### src/mm3_pkg.sv
// Shared constants, command codes and controller/datapath interface types for the hash block.
package mm3_pkg;

   // Hash constants
   localparam logic [31:0] SCR_MUL_A = 32'hcc9e2d51;
   localparam logic [31:0] SCR_MUL_B = 32'h1b873593;
   localparam logic [31:0] ACC_ADD   = 32'he6546b64;
   localparam logic [31:0] FIN_MUL_A = 32'h85ebca6b;
   localparam logic [31:0] FIN_MUL_B = 32'hc2b2ae35;

   // Byte counts
   localparam logic [2:0] FULL_BYTES = 3'd4;

   // Datapath operation codes
   localparam logic [2:0] OP_NONE  = 3'd0;
   localparam logic [2:0] OP_SCR_A = 3'd1;
   localparam logic [2:0] OP_SCR_B = 3'd2;
   localparam logic [2:0] OP_MIX   = 3'd3;
   localparam logic [2:0] OP_FIN_A = 3'd4;
   localparam logic [2:0] OP_FIN_B = 3'd5;
   localparam logic [2:0] OP_FIN_C = 3'd6;

   // Controller to datapath
   typedef struct packed {
      logic       load;
      logic [2:0] op;
   } dp_cmd_type;

   // Datapath to controller
   typedef struct packed {
      logic last_item;
      logic out_blocked;
   } dp_status_type;

endpackage

### src/mm3_ctrl.sv
// Sequencing state machine: steps each word through scramble and mix, and a last word also through the finalizer.
module mm3_ctrl (
   input  logic                  clock,
   input  logic                  reset,
   input  logic                  req_valid,
   output logic                  req_stall,
   input  mm3_pkg::dp_status_type dp_status,
   output mm3_pkg::dp_cmd_type    dp_cmd
);
   import mm3_pkg::*;

   localparam logic [2:0] ST_IDLE  = 3'd0;
   localparam logic [2:0] ST_SCR_A = 3'd1;
   localparam logic [2:0] ST_SCR_B = 3'd2;
   localparam logic [2:0] ST_MIX   = 3'd3;
   localparam logic [2:0] ST_FIN_A = 3'd4;
   localparam logic [2:0] ST_FIN_B = 3'd5;
   localparam logic [2:0] ST_FIN_C = 3'd6;

   logic [2:0] state_ff;
   logic [2:0] state_in;

   // Next state and commands
   always_comb begin
      state_in    = state_ff;
      dp_cmd.load = 1'b0;
      dp_cmd.op   = OP_NONE;
      case (state_ff)
         ST_IDLE: begin
            if (req_valid) begin
               dp_cmd.load = 1'b1;
               state_in    = ST_SCR_A;
            end
         end
         ST_SCR_A: begin
            dp_cmd.op = OP_SCR_A;
            state_in  = ST_SCR_B;
         end
         ST_SCR_B: begin
            dp_cmd.op = OP_SCR_B;
            state_in  = ST_MIX;
         end
         ST_MIX: begin
            dp_cmd.op = OP_MIX;
            state_in  = dp_status.last_item ? ST_FIN_A : ST_IDLE;
         end
         ST_FIN_A: begin
            dp_cmd.op = OP_FIN_A;
            state_in  = ST_FIN_B;
         end
         ST_FIN_B: begin
            dp_cmd.op = OP_FIN_B;
            state_in  = ST_FIN_C;
         end
         ST_FIN_C: begin
            // hold until the output register can take the hash
            dp_cmd.op = OP_FIN_C;
            if (!dp_status.out_blocked) begin
               state_in = ST_IDLE;
            end
         end
         default: begin
            state_in = ST_IDLE;
         end
      endcase
   end

   assign req_stall = (state_ff != ST_IDLE);

   always_ff @(posedge clock) begin
      if (reset) begin
         state_ff <= ST_IDLE;
      end else begin
         state_ff <= state_in;
      end
   end

endmodule

### src/mm3_datapath.sv
// Hash datapath: word register, shared 32x32 multiplier, running hash, byte total, output register.
module mm3_datapath (
   input  logic                   clock,
   input  logic                   reset,
   input  mm3_pkg::dp_cmd_type     dp_cmd,
   output mm3_pkg::dp_status_type  dp_status,
   input  logic [31:0]            req_data_word,
   input  logic [2:0]             req_byte_count,
   input  logic                   req_last,
   output logic                   rsp_valid,
   input  logic                   rsp_stall,
   output logic [31:0]            rsp_hash_value
);
   import mm3_pkg::*;

   logic [31:0] word_ff, word_in;
   logic [2:0]  add_ff, add_in;
   logic        last_ff, last_in;
   logic [31:0] hash_ff, hash_in;
   logic [31:0] total_ff, total_in;
   logic        rsp_valid_ff, rsp_valid_in;
   logic [31:0] out_ff, out_in;

   logic [2:0]  sat_count;
   logic [2:0]  load_add;
   logic [31:0] load_mask;
   logic [31:0] mul_a, mul_b;
   logic [63:0] prod_full;
   logic [31:0] prod;
   logic [31:0] mix_x, mix_rot, mix_val;
   logic [31:0] fin_x, fin_pre;
   logic        out_blocked;

   // Count saturation; non-last words always count as four bytes
   assign sat_count = (req_byte_count > FULL_BYTES) ? FULL_BYTES : req_byte_count;
   assign load_add  = req_last ? sat_count : FULL_BYTES;

   // Keep only the valid bytes of a short tail word
   always_comb begin
      case (load_add)
         3'd1:    load_mask = 32'h0000_00ff;
         3'd2:    load_mask = 32'h0000_ffff;
         3'd3:    load_mask = 32'h00ff_ffff;
         default: load_mask = 32'hffff_ffff;
      endcase
   end

   // Block mix: rotl13(h ^ k) * 5 + constant, *5 done as shift-add
   assign mix_x   = hash_ff ^ word_ff;
   assign mix_rot = {mix_x[18:0], mix_x[31:19]};
   assign mix_val = {mix_rot[29:0], 2'b00} + mix_rot + ACC_ADD;

   // Finalizer front: fold in length, xor-shift 16
   assign fin_x   = hash_ff ^ total_ff;
   assign fin_pre = fin_x ^ (fin_x >> 16);

   assign out_blocked = rsp_valid_ff && rsp_stall;

   // Shared multiplier operand select
   always_comb begin
      mul_a = word_ff;
      mul_b = SCR_MUL_A;
      case (dp_cmd.op)
         OP_SCR_A: begin
            mul_a = word_ff;
            mul_b = SCR_MUL_A;
         end
         OP_SCR_B: begin
            mul_a = {word_ff[16:0], word_ff[31:17]};
            mul_b = SCR_MUL_B;
         end
         OP_FIN_A: begin
            mul_a = fin_pre;
            mul_b = FIN_MUL_A;
         end
         OP_FIN_B: begin
            mul_a = word_ff ^ (word_ff >> 13);
            mul_b = FIN_MUL_B;
         end
         default: begin
            mul_a = word_ff;
            mul_b = SCR_MUL_A;
         end
      endcase
   end

   assign prod_full = mul_a * mul_b;
   assign prod      = prod_full[31:0];

   // Register updates per operation
   always_comb begin
      word_in      = word_ff;
      add_in       = add_ff;
      last_in      = last_ff;
      hash_in      = hash_ff;
      total_in     = total_ff;
      out_in       = out_ff;
      rsp_valid_in = rsp_valid_ff && rsp_stall;
      case (dp_cmd.op)
         OP_SCR_A, OP_SCR_B, OP_FIN_A, OP_FIN_B: begin
            word_in = prod;
         end
         OP_MIX: begin
            if (add_ff == FULL_BYTES) begin
               hash_in = mix_val;
            end else if (add_ff != 3'd0) begin
               hash_in = mix_x;
            end
            total_in = total_ff + {29'd0, add_ff};
         end
         OP_FIN_C: begin
            if (!out_blocked) begin
               out_in       = word_ff ^ (word_ff >> 16);
               rsp_valid_in = 1'b1;
               hash_in      = 32'd0;
               total_in     = 32'd0;
            end
         end
         default: begin
         end
      endcase
      // new transaction
      if (dp_cmd.load) begin
         word_in = req_data_word & load_mask;
         add_in  = load_add;
         last_in = req_last;
      end
   end

   always_ff @(posedge clock) begin
      if (reset) begin
         hash_ff      <= 32'd0;
         total_ff     <= 32'd0;
         rsp_valid_ff <= 1'b0;
      end else begin
         hash_ff      <= hash_in;
         total_ff     <= total_in;
         rsp_valid_ff <= rsp_valid_in;
      end
   end

   always_ff @(posedge clock) begin
      word_ff <= word_in;
      add_ff  <= add_in;
      last_ff <= last_in;
      out_ff  <= out_in;
   end

   assign dp_status.last_item   = last_ff;
   assign dp_status.out_blocked = out_blocked;
   assign rsp_valid             = rsp_valid_ff;
   assign rsp_hash_value        = out_ff;

endmodule

### src/murmur3_32_stream_hash_top.sv
// A word is accepted in idle; the scramble steps (SCR_A, SCR_B) and the mix step follow.
// req_stall stays high outside idle, so the next word waits until the previous one is through.
// A last word adds FIN_A, FIN_B and FIN_C; FIN_C holds while the output register is occupied.
// The next word is accepted while a finished hash waits in the output register.
// Reset (synchronous, active high) clears the running hash, byte total and output valid.
// Top level: MurmurHash3 x86_32 (seed zero) over a little-endian word stream.
module murmur3_32_stream_hash_top (
   input  logic        clock,
   input  logic        reset,
   input  logic        req_valid,
   output logic        req_stall,
   input  logic [31:0] req_data_word,
   input  logic [2:0]  req_byte_count,
   input  logic        req_last,
   output logic        rsp_valid,
   input  logic        rsp_stall,
   output logic [31:0] rsp_hash_value
);
   import mm3_pkg::*;

   dp_cmd_type    dp_cmd;
   dp_status_type dp_status;

   mm3_ctrl u_ctrl (
      .clock     (clock),
      .reset     (reset),
      .req_valid (req_valid),
      .req_stall (req_stall),
      .dp_status (dp_status),
      .dp_cmd    (dp_cmd)
   );

   mm3_datapath u_datapath (
      .clock          (clock),
      .reset          (reset),
      .dp_cmd         (dp_cmd),
      .dp_status      (dp_status),
      .req_data_word  (req_data_word),
      .req_byte_count (req_byte_count),
      .req_last       (req_last),
      .rsp_valid      (rsp_valid),
      .rsp_stall      (rsp_stall),
      .rsp_hash_value (rsp_hash_value)
   );

`ifndef SYNTHESIS
   // an accepted transaction keeps the block busy for the next cycle
   a_busy_after_accept: assert property (@(posedge clock) disable iff (reset)
      (req_valid && !req_stall) |=> req_stall)
      else $error("input taken while previous transaction still in progress");

   // the finished hash is held back while the output register is occupied
   a_fin_hold: assert property (@(posedge clock) disable iff (reset)
      (dp_cmd.op == OP_FIN_C && dp_status.out_blocked) |=> dp_cmd.op == OP_FIN_C)
      else $error("finalizer result dropped while output stalled");

   // a new hash appears only from the last finalizer step
   a_out_source: assert property (@(posedge clock) disable iff (reset)
      $rose(rsp_valid) |-> $past(dp_cmd.op) == OP_FIN_C)
      else $error("result transaction raised outside finalizer");
`endif

endmodule

### config.mk
export PLATFORM = sky130hd
export DESIGN_NAME = murmur3_32_stream_hash_top
export DESIGN_NICKNAME = d
export VERILOG_FILES = /design/src/mm3_pkg.sv /design/src/mm3_ctrl.sv /design/src/mm3_datapath.sv /design/src/murmur3_32_stream_hash_top.sv
export SDC_FILE = /design/constraint.sdc
export NUM_CORES = 2
export LEC_CHECK = 0
export ABC_AREA = 1
export BUFFER_PORTS_ARGS = -buffer_cell sky130_fd_sc_hd__buf_2
export CAP_MARGIN = 15
export CELL_PAD_IN_SITES_DETAIL_PLACEMENT = 0
export CELL_PAD_IN_SITES_GLOBAL_PLACEMENT = 2
export CORE_MARGIN = 5
export CORE_UTILIZATION = 40
export CTS_CLUSTER_DIAMETER = 30
export DETAILED_ROUTE_END_ITERATION = 8
export PLACE_DENSITY = 0.87
export SYNTH_ARGS = -nofsm -noshare
export SYNTH_HDL_FRONTEND = slang
export SYNTH_SLANG_ARGS = --single-unit
### constraint.sdc
create_clock -name clock -period 11.3 [get_ports clock]
set_clock_uncertainty 0.15 [all_clocks]
set_input_delay 0.565 -clock clock [delete_from_list [all_inputs] [get_ports clock]]
set_output_delay 0.565 -clock clock [all_outputs]
set_load 0.01 [all_outputs]
==> results.yml <==
setup_path:
  worstPathArrival_ps: 10170
  criticalPathCategory: "reg -> reg"
  worstPathRequired_ps: 11380
  slowest_stage: "fa_1"
  cpPeakStageDelay_ps: 650
  worst_setup_path_start_kind: "flop"
  cpMostUsedCell: "nand2_1"
  worst_setup_path_end_kind: "flop"
  crit_fanout: 16
synthesis:
  syn_avg_cell_area_um2: 7.84
  synth-edff-count: 68
  netlist_area_um2: 24400
  yosys_warnings: 0
  ys_types: 52
  ys_async_sr_fraction_pct: 0
  postSynthCellCount: 3115
  syn_nets: 3745
  yosys_register_bits: 136
  synth-seq-area-share_pct: 13.9
  synth_flop_cell: "edfxtp_1"
sta:
  final_max_slew_viol_count: 0
  max_freq_mhz: 99.1
  fin_crit_sh_pct: 89.3
  period_minus_slack_ps: 10090
  tightest_slew_ps: 1130
  relSlewSlack_pct: 24.4
  fin_tns_setup_ps: 0
  setup_viol: 0
  hold_violations: 0
  grt_setup_unrepaired: "false"
route:
  drt-total-wl_mm: 103
  vias_per_cell: 5.33
  routedWlPerCell_um: 25.9
  firstDrtPassIters: 6
  dr.first_iter.drc_count: 2037
  antenna_left: 0
  drc: 0
  dr_total_vias: 21100
global_route:
  track_usage_pct: 31.0
  antenna_found_initial: 0
  grt_max_degree: 53
  grt_pass1_vias: 21300
  grt-ovfl-total: 0
  grt_pass1_wl_mm: 148
finish:
  mostFrequentLayoutCell: "inv_1"
  syn2layout_area_growth_pct: 7.69
  fillerInstances: 6159
  mostFrequentLayoutCells: "inv_1 (819), nand2_1 (571), fa_1 (393)"
  layout-drive-gt1-share_pct: 5.43
  nNetsFinal: 3787
clocking:
  tritoncts: "done"
  insertion_delay_ps: 480
  ctsRootBufferMaster: "clkbuf_16"
  cts_resized: 0
  post_cts.repair.setup_buffers: 0
  h-tree-depth: 4
  clkSinkCount: 136
  hold_buffers: 0
  cts_buffers: 17
  cts_max_path_buffers: 2
  path_clk_slew_ps: 70
placed_design:
  gp_congestion: 1.07
  portBuffers: 73
  hpwl_mm: 88.4
die:
  die_h_um: 257
  ios: 74
  die-area_um2: 66100
  rows: 90
  start_util_pct: 40.4
  core_um2: 60500
  die_x_um: 257
status:
  status: "finished clean"
job:
  maxCapViolations: 0
hold_path:
  hold_class: "in -> reg"
cells by family after synthesis:
family                   share of synthesized area, %
AND/OR/NAND/NOR                                  17.0
buffers and inverters                            13.9
adder cells (fa/ha/maj)                          42.3
AO/OA/AOI/OAI                                    8.45
flip-flops                                       13.9
XOR/XNOR                                         4.38
flip-flops by register name, summed over array words and instances, names as in the netlist:
signal / count
u_ctrl.state_ff: 3
u_datapath.add_ff: 3
u_datapath.hash_ff: 32
u_datapath.last_ff: 1
u_datapath.rsp_hash_value: 32
u_datapath.rsp_valid: 1
u_datapath.total_ff: 32
u_datapath.word_ff: 32
cell usage after synthesis, types with 9 or more instances:
cell | instances | area (µm²)
inv_1 | 819 | 3070
nand2_1 | 571 | 2140
o21bai_1 | 15 | 113
clkbuf_1 | 60 | 225
nand3_1 | 103 | 515
o21ai_0 | 118 | 591
xnor2_1 | 67 | 587
ha_1 | 197 | 2460
edfxtp_1 | 68 | 2040
a31oi_1 | 10 | 62.6
nor2_1 | 219 | 822
xor2_1 | 55 | 482
fa_1 | 393 | 7870
a21oi_1 | 165 | 826
nand4_1 | 18 | 113
o211ai_1 | 21 | 158
nor3_1 | 33 | 165
buf_2 | 9 | 45.0
dfxtp_1 | 68 | 1360
a21o_1 | 10 | 75.1
layout make-up:
cell class | instances | area [µm²] | area share [%]
diodes | 2 | 5.00 | 0.0190
flip-flops and latches | 136 | 3400 | 12.9
clock buffers | 20 | 478 | 1.82
well taps | 782 | 978 | 3.72
repair buffers | 98 | 553 | 2.10
multi-input cells | 2077 | 17600 | 67.1
inverters | 827 | 3110 | 11.8
clock inverters | 12 | 134 | 0.509
worst max-delay path, delay by kind of cell (launching register included):
family | cells | cell delay [ps]
adders and majority gates | 9 | 3870
AOI/OAI and AO/OA | 7 | 1920
DFF | 1 | 550
buffers and inverters | 7 | 1020
and+or+nand+nor | 14 | 2320
per-stage QoR:
step	instances	setup WS, ps	instance area, µm²	utilization [%]	hold WS [ps]
finish	3954	1210	26300	43.5	140
global route	3952	818	26300	43.5	129
CTS	3952	1440	26300	43.5	121
detailed placement	3920	1470	25700	42.5	297
global placement	3920	1520	25700	42.5	286
floorplan	3115	3440	24400	-	271
metal layers:
metal	up-vias	wire length (µm)	GRT usage (%)
met4	0	5130	13.2
li1	9502	-	-
met5	-	0	0
met1	10400	45200	44.9
met3	177	8850	5.25
met2	946	43400	45.9
worst paths after layout:
check	depth (start not counted)	start	slack, ps	endpoint
max	37	u_ctrl.state_ff[2]	1210	u_datapath.word_ff[29]
min	1	req_last	140	u_datapath.last_ff
max reg2reg	37	u_ctrl.state_ff[2]	1210	u_datapath.word_ff[29]
min reg2reg	0	u_datapath.word_ff[18]	310	u_datapath.rsp_hash_value[18]
Power is left out: the tool's default activity adds up to more than one toggle a clock period on the data nets, which glitch-free logic cannot reach.
